## config.mk

```make
export PLATFORM = sky130hd
export DESIGN_NAME = pba_front
export DESIGN_NICKNAME = d
export VERILOG_FILES = /design/src/rtl/core/pba_pkg.sv /design/src/rtl/core/pba_luma.sv /design/src/rtl/core/pba_front.sv
export SDC_FILE = /design/constraint.sdc
export NUM_CORES = 2
export LEC_CHECK = 0
export ABC_AREA = 1
export ABC_CLOCK_PERIOD_IN_PS = 8900
export BUFFER_PORTS_ARGS = -buffer_cell sky130_fd_sc_hd__buf_4
export CORE_MARGIN = 10
export CORE_UTILIZATION = 40
export DETAILED_ROUTE_END_ITERATION = 10
export GPL_TIMING_DRIVEN = 0
export HOLD_SLACK_MARGIN = 0.06
export PLACE_DENSITY_LB_ADDON = 0.25
export SYNTH_ARGS = -nofsm -noshare
export SYNTH_HDL_FRONTEND = slang
export SYNTH_SLANG_ARGS = --single-unit
```

## constraint.sdc

```tcl
create_clock -name aclk -period 8.9 [get_ports aclk]
set_clock_uncertainty 0.1 [all_clocks]
set_input_delay 0.445 -clock aclk [delete_from_list [all_inputs] [get_ports aclk]]
set_output_delay 0.445 -clock aclk [all_outputs]
set_load 0.005 [all_outputs]
```

## src/rtl/core/pba_pkg.sv

```systemverilog
// Shared constants, types and helper functions for the pixel brightness adjuster.
`timescale 1ns / 1ps

package pba_pkg;

    // Fixed-point resolution of luminance and goal
    localparam int FRAC_BITS_DEF = 16;

    // Pixel layout
    localparam int CH_N = 3;
    localparam int CH_W = 8;
    localparam int PIX_W = CH_N * CH_W;

    // Configuration registers
    localparam int REG_W = 17;
    localparam logic [REG_W-1:0] REG_MAX = 17'd65536;
    localparam logic [REG_W-1:0] TARGET_RESET = 17'd32768;
    localparam logic [REG_W-1:0] EFFECT_RESET = 17'd65536;
    localparam int CFG_ADDR_W = 1;
    localparam logic [CFG_ADDR_W-1:0] CFG_TARGET = 1'b0;
    localparam logic [CFG_ADDR_W-1:0] CFG_EFFECT = 1'b1;

    // Luminance weights in millionths
    localparam longint unsigned W_RED_MICRO = 64'd212655;
    localparam longint unsigned W_GREEN_MICRO = 64'd715158;

    // Quotient bits produced by each divider (one spare bit above a byte)
    localparam int DIV_Q_W = 9;

    // Queue between the classifier and the scaler
    localparam int QUEUE_DEPTH = 4;
    localparam int QUEUE_PTR_W = 2;
    localparam int QUEUE_CNT_W = 3;

    // What the back end has to do with a pixel
    typedef enum logic [1:0] {
        KIND_PASS,
        KIND_SCALE,
        KIND_CAP
    } kind_t;

    // Weight rounded to nearest at the given fraction width
    function automatic longint unsigned weight_q(input longint unsigned micro, input int frac);
        return ((micro << frac) + 64'd500000) / 64'd1000000;
    endfunction

endpackage

```

## src/rtl/core/pba_luma.sv

```systemverilog
// Two-stage luminance unit: weighted channel sum, then exact division by 255.
`timescale 1ns / 1ps

module pba_luma #(
    parameter int FRAC_BITS = pba_pkg::FRAC_BITS_DEF
) (
    input  logic                                         aclk,
    input  logic                                         en,
    input  logic [pba_pkg::CH_N-1:0][pba_pkg::CH_W-1:0]  pix_i,
    output logic [FRAC_BITS:0]                           y_o
);

    localparam int QW = FRAC_BITS + 1;
    localparam int SW = FRAC_BITS + 8;
    localparam int PW = 2 * SW + 1;
    localparam longint unsigned ONE_L = 64'd1 << FRAC_BITS;
    localparam longint unsigned WR_L = pba_pkg::weight_q(pba_pkg::W_RED_MICRO, FRAC_BITS);
    localparam longint unsigned WG_L = pba_pkg::weight_q(pba_pkg::W_GREEN_MICRO, FRAC_BITS);
    localparam longint unsigned WB_L = ONE_L - WR_L - WG_L;
    // Reciprocal of 255 rounded up, exact for every sum below 2^SW
    localparam longint unsigned RECIP_L = ((64'd1 << (SW + 8)) + 64'd254) / 64'd255;
    localparam logic [SW-1:0] WR_C = SW'(WR_L);
    localparam logic [SW-1:0] WG_C = SW'(WG_L);
    localparam logic [SW-1:0] WB_C = SW'(WB_L);
    localparam logic [PW-1:0] RECIP_C = PW'(RECIP_L);

    logic [SW-1:0] sum_next;
    logic [SW-1:0] sum_reg;
    logic [PW-1:0] prod;
    logic [QW-1:0] y_next;
    logic [QW-1:0] y_reg;

    // Weighted sum of the three channels
    assign sum_next = WR_C * SW'(pix_i[0]) + WG_C * SW'(pix_i[1]) + WB_C * SW'(pix_i[2]);

    // Divide by 255 through the reciprocal
    assign prod = PW'(sum_reg) * RECIP_C;
    assign y_next = QW'(prod >> (SW + 8));

    always_ff @(posedge aclk) begin
        if (en) begin
            sum_reg <= sum_next;
            y_reg <= y_next;
        end
    end

    assign y_o = y_reg;

endmodule

```

## src/rtl/core/pba_front.sv

```systemverilog
// Front end: accepts pixels, finds luminance and goal, and classifies each pixel.
`timescale 1ns / 1ps

module pba_front #(
    parameter int FRAC_BITS = pba_pkg::FRAC_BITS_DEF
) (
    input  logic                                         aclk,
    input  logic                                         aresetn,
    input  logic                                         s_valid_i,
    output logic                                         s_ready_o,
    input  logic [pba_pkg::CH_N-1:0][pba_pkg::CH_W-1:0]  pix_i,
    input  logic [pba_pkg::REG_W-1:0]                    target_i,
    input  logic [pba_pkg::REG_W-1:0]                    effect_i,
    output logic                                         push_o,
    input  logic                                         full_i,
    output pba_pkg::kind_t                               kind_o,
    output logic [pba_pkg::CH_N-1:0][pba_pkg::CH_W-1:0]  pix_o,
    output logic [FRAC_BITS:0]                           y_o,
    output logic [FRAC_BITS:0]                           goal_o,
    output logic [pba_pkg::CH_W-1:0]                     max_o
);

    localparam int QW = FRAC_BITS + 1;
    localparam int UP_SH = (FRAC_BITS >= 16) ? FRAC_BITS - 16 : 0;
    localparam int DN_SH = (FRAC_BITS >= 16) ? 0 : 16 - FRAC_BITS;
    localparam int XW = pba_pkg::REG_W + UP_SH;
    localparam int CW = FRAC_BITS + 10;

    typedef logic [pba_pkg::CH_N-1:0][pba_pkg::CH_W-1:0] pix_t;

    logic                    en;
    logic                    accept;
    logic [pba_pkg::CH_W-1:0] max_in;
    logic                    va_reg, vb_reg, vc_reg;
    pix_t                    pix_a_reg, pix_b_reg, pix_c_reg;
    logic [pba_pkg::CH_W-1:0] max_a_reg, max_b_reg, max_c_reg;
    logic [QW-1:0]           y_b;
    logic [QW-1:0]           y_c_reg;
    logic [QW-1:0]           goal_next, goal_c_reg;
    logic [pba_pkg::REG_W-1:0] t_clamp, e_clamp;
    logic [XW-1:0]           t_wide, e_wide;
    logic [QW-1:0]           t_q, e_q, diff, step;
    logic [2*QW-1:0]         prod;
    logic [CW-1:0]           cap_lhs, cap_rhs;

    // Stall the whole front while the last stage cannot hand over
    assign en = !vc_reg || !full_i;
    assign s_ready_o = en;
    assign accept = s_valid_i && en;

    // Largest channel
    always_comb begin
        max_in = pix_i[0];
        if (pix_i[1] > max_in) max_in = pix_i[1];
        if (pix_i[2] > max_in) max_in = pix_i[2];
    end

    always_ff @(posedge aclk) begin
        if (!aresetn) begin
            va_reg <= 1'b0;
            vb_reg <= 1'b0;
            vc_reg <= 1'b0;
        end else if (en) begin
            va_reg <= accept;
            vb_reg <= va_reg;
            vc_reg <= vb_reg;
        end
    end

    pba_luma #(
        .FRAC_BITS(FRAC_BITS)
    ) u_luma (
        .aclk  (aclk),
        .en    (en),
        .pix_i (pix_i),
        .y_o   (y_b)
    );

    // Clamp the registers to 65536 and bring them to internal fraction width
    always_comb begin
        t_clamp = (target_i > pba_pkg::REG_MAX) ? pba_pkg::REG_MAX : target_i;
        e_clamp = (effect_i > pba_pkg::REG_MAX) ? pba_pkg::REG_MAX : effect_i;
        t_wide = XW'(t_clamp) << UP_SH;
        e_wide = XW'(e_clamp) << UP_SH;
        t_q = QW'(t_wide >> DN_SH);
        e_q = QW'(e_wide >> DN_SH);
    end

    // Move the luminance toward the target, truncating the step toward the luminance
    always_comb begin
        diff = (t_q >= y_b) ? t_q - y_b : y_b - t_q;
        prod = (2*QW)'(e_q) * (2*QW)'(diff);
        step = QW'(prod >> FRAC_BITS);
        goal_next = (t_q >= y_b) ? y_b + step : y_b - step;
    end

    always_ff @(posedge aclk) begin
        if (en) begin
            pix_a_reg <= pix_i;
            max_a_reg <= max_in;
            pix_b_reg <= pix_a_reg;
            max_b_reg <= max_a_reg;
            pix_c_reg <= pix_b_reg;
            max_c_reg <= max_b_reg;
            y_c_reg <= y_b;
            goal_c_reg <= goal_next;
        end
    end

    // Classify: pass through, plain scale, or capped scale with blend
    always_comb begin
        cap_lhs = (CW'(goal_c_reg) * CW'(max_c_reg)) << 1;
        cap_rhs = CW'(y_c_reg) * CW'(10'd511);
        priority if (max_c_reg == '0 || y_c_reg == '0 || goal_c_reg == y_c_reg) begin
            kind_o = pba_pkg::KIND_PASS;
        end else if (cap_lhs > cap_rhs) begin
            kind_o = pba_pkg::KIND_CAP;
        end else begin
            kind_o = pba_pkg::KIND_SCALE;
        end
    end

    assign push_o = vc_reg && !full_i;
    assign pix_o = pix_c_reg;
    assign y_o = y_c_reg;
    assign goal_o = goal_c_reg;
    assign max_o = max_c_reg;

endmodule

```

==> metrics <==
outcome complete, but fails checks; failing checks setup timing; clock root buffer clkbuf_16; delay-heaviest family, CP adder cells; worst setup margin -0.887 ns; Worst setup EP type register; Final HPWL DP 85400 µm; critical path type in2reg; Setup violations, final 14; wire per inst 17.2 µm; final core utilization 0.473; cell with the most instances after synthesis inv_1; crit path max fanout 8; 1st-pass router iterations 5; die width 325 µm; PortBufs 131; Final period util 1.10; Main synth FF type edfxtp_1; worst rel slew slack 0.394; vias 29.4k; Fillers 8833; Worst-path clk slew 0.09 ns; total gr overflow 0; Max Clock Freq 102 MHz; clock tree sinks 174; min Tclk post-route 9.79 ns; initial DRC count 1572; layout cell share with drive strength beyond 1 0.146; Routed Antenna Nets 0; Starting Density 0.405; Crit path largest cell delay 0.55 ns; Post-synth EDFFs 171; clk buf depth 2; initial antenna violation count 6; Yosys reg bits 174; core area 0.0921 mm²; worst min path class in2reg; most instantiated cells after synthesis inv_1 (1057), nand2_1 (836), ha_1 (613); cells after synthesis 4380; share of flip-flops with an asynchronous set or reset 0; Die Ht 325 µm; max-cap viol count 0; max-slew violations 0; Critical-path top delay cell fa_1; Cell Rows 111; Post-CTS Hold Fix Bufs 0; CP Buf/Inv Count 13; CTS tree yes; DRC viols 0; worst skew pair latency 0.49 ns; Die ar. 0.106 mm²; Inserted Clock Buffers 17; drt total wl 102000 µm; vias in the first global route 30.0k; Mean Syn Cell Area 8.51 µm²; Final Wtd Congestion 0.920; largest net degree at the start of global routing 71; Worst-Margin Slew 0.908 ns; RSZ-0062 raised after global routing true; GRT Total Usage 0.192; post-synthesis sequential area ratio 0.139; Arr. time, crit path 9.94 ns; Synth Cell Area 0.0373 mm²; Hold Fails Final Rpt 0; Synth Warn # 0; WP data required 9.05 ns; I/O pins 132; top cells by area, synth fa_1 (29%), ha_1 (21%), edfxtp_1 (14%), inv_1 (11%), nand2_1 (8.4%); Area Growth Syn to Fin 16.9%; Via density 4.97; Ant. Diodes 0; Synth top area share 0.287; Synth area leader fa_1; Clock H-tree levels 4; Mapped Nets 5590; Cell variety after synth 60; final net count 5881; Critical Path Source Type input pin; first-pass GRT wire length 162000 µm
-- routing by layer --
metal  GRT usage  wire (µm)  vias to the layer above
met5           0         69                        -
met4      0.0487       2420                       10
met3      0.0330       5730                      139
met2       0.311      47300                      709
met1       0.264      46600                    14400
li1            -          -                    14200
-- worst reg2reg max path, delay by kind of cell, from the launching register on --
| family | cells | cell delay, ns |
|---|---|---|
| AO/OA/AOI/OAI | 2 | 0.33 |
| XOR/XNOR | 2 | 0.45 |
| adder cells (fa/ha/maj) | 9 | 3.93 |
| buffers and inverters | 11 | 1.12 |
| flip-flops | 1 | 0.73 |
| multiplexers | 1 | 0.30 |
| AND/OR/NAND/NOR | 26 | 2.53 |
-- through the flow --
| step | setup TNS, ns | cell area [µm²] | hold WS [ns] | worst slack (ns) | cells |
|---|---|---|---|---|---|
| 6_report | -7.10 | 43500 | 0.0990 | -0.887 | 5927 |
| 5_1_grt | -12.70 | 43500 | 0.104 | -1.33 | 5927 |
| 4_1_cts | -5.38 | 42500 | 0.0717 | -0.749 | 5877 |
| 3_5_place_dp | -28.17 | 40200 | 0.305 | -2.47 | 5756 |
| 3_3_place_gp | -27.80 | 40200 | 0.301 | -2.46 | 5754 |
| 2_1_floorplan | -1.10 | 37600 | 0.300 | -0.319 | 4380 |
-- area by class of cell --
cell class | instances | area (µm²) | area share
multi-input combinational | 3058 | 29400 | 0.674
sequential | 174 | 5190 | 0.119
inverter | 1070 | 4080 | 0.0937
timing repair buffer | 273 | 2250 | 0.0517
clock inverter | 15 | 189 | 0.00434
clock buffer | 17 | 425 | 0.00977
tap | 1243 | 1560 | 0.0357
buffer | 77 | 492 | 0.0113
-- worst paths after layout --
kind / start / endpoint / slack (ns) / cells past startpoint
setup reg to reg: u_luma.y_o[1] / goal_o[16] / -0.77 / 51
hold reg to reg: pix_b_reg[11] / pix_o[11] / 0.32 / 0
hold / removal: s_valid_i / va_reg / 0.1 / 3
setup / recovery: target_i[0] / goal_o[16] / -0.89 / 57
-- logic make-up (layout without fill, tap and decap cells) --
family | count (synthesis) | after routing | share of synthesized area
flip-flops | 174 | 174 | 0.139
adder cells (fa/ha/maj) | 1148 | 1148 | 0.493
multiplexers | 1 | 1 | 0.000269
buffers and inverters | 1149 | 1452 | 0.118
AND/OR/NAND/NOR | 1342 | 1343 | 0.148
AO/OA/AOI/OAI | 403 | 403 | 0.0620
XOR/XNOR | 163 | 163 | 0.0390
-- layout by cell type (no fill, tap or decap), types with 30 or more instances in the layout --
cell type and n:
nand3_1 109, nand2_1 744, nand2_4 39, nor2_4 31
nand2_2 69, o21ai_0 86, nor2_2 30, xnor2_1 46
buf_4 247, nand4_1 32, buf_6 30, edfxtp_1 171
fa_1 522, a21oi_1 170, ha_1 580, clkbuf_1 46
xor2_1 108, inv_1 1022, nor2_1 204
-- what timing repair did --
action | CTS | global route
endpoints found under the setup margin | 16 | 16
gates cloned | 2 | 0
pin swaps | 109 | 82
resized for setup | 222 | 187
endpoints found under the hold margin | 0 | 0
setup buffers | 88 | 51
Power is not shown: default switching activity piles up to over one toggle a cycle in this logic, so the estimate is an artifact.
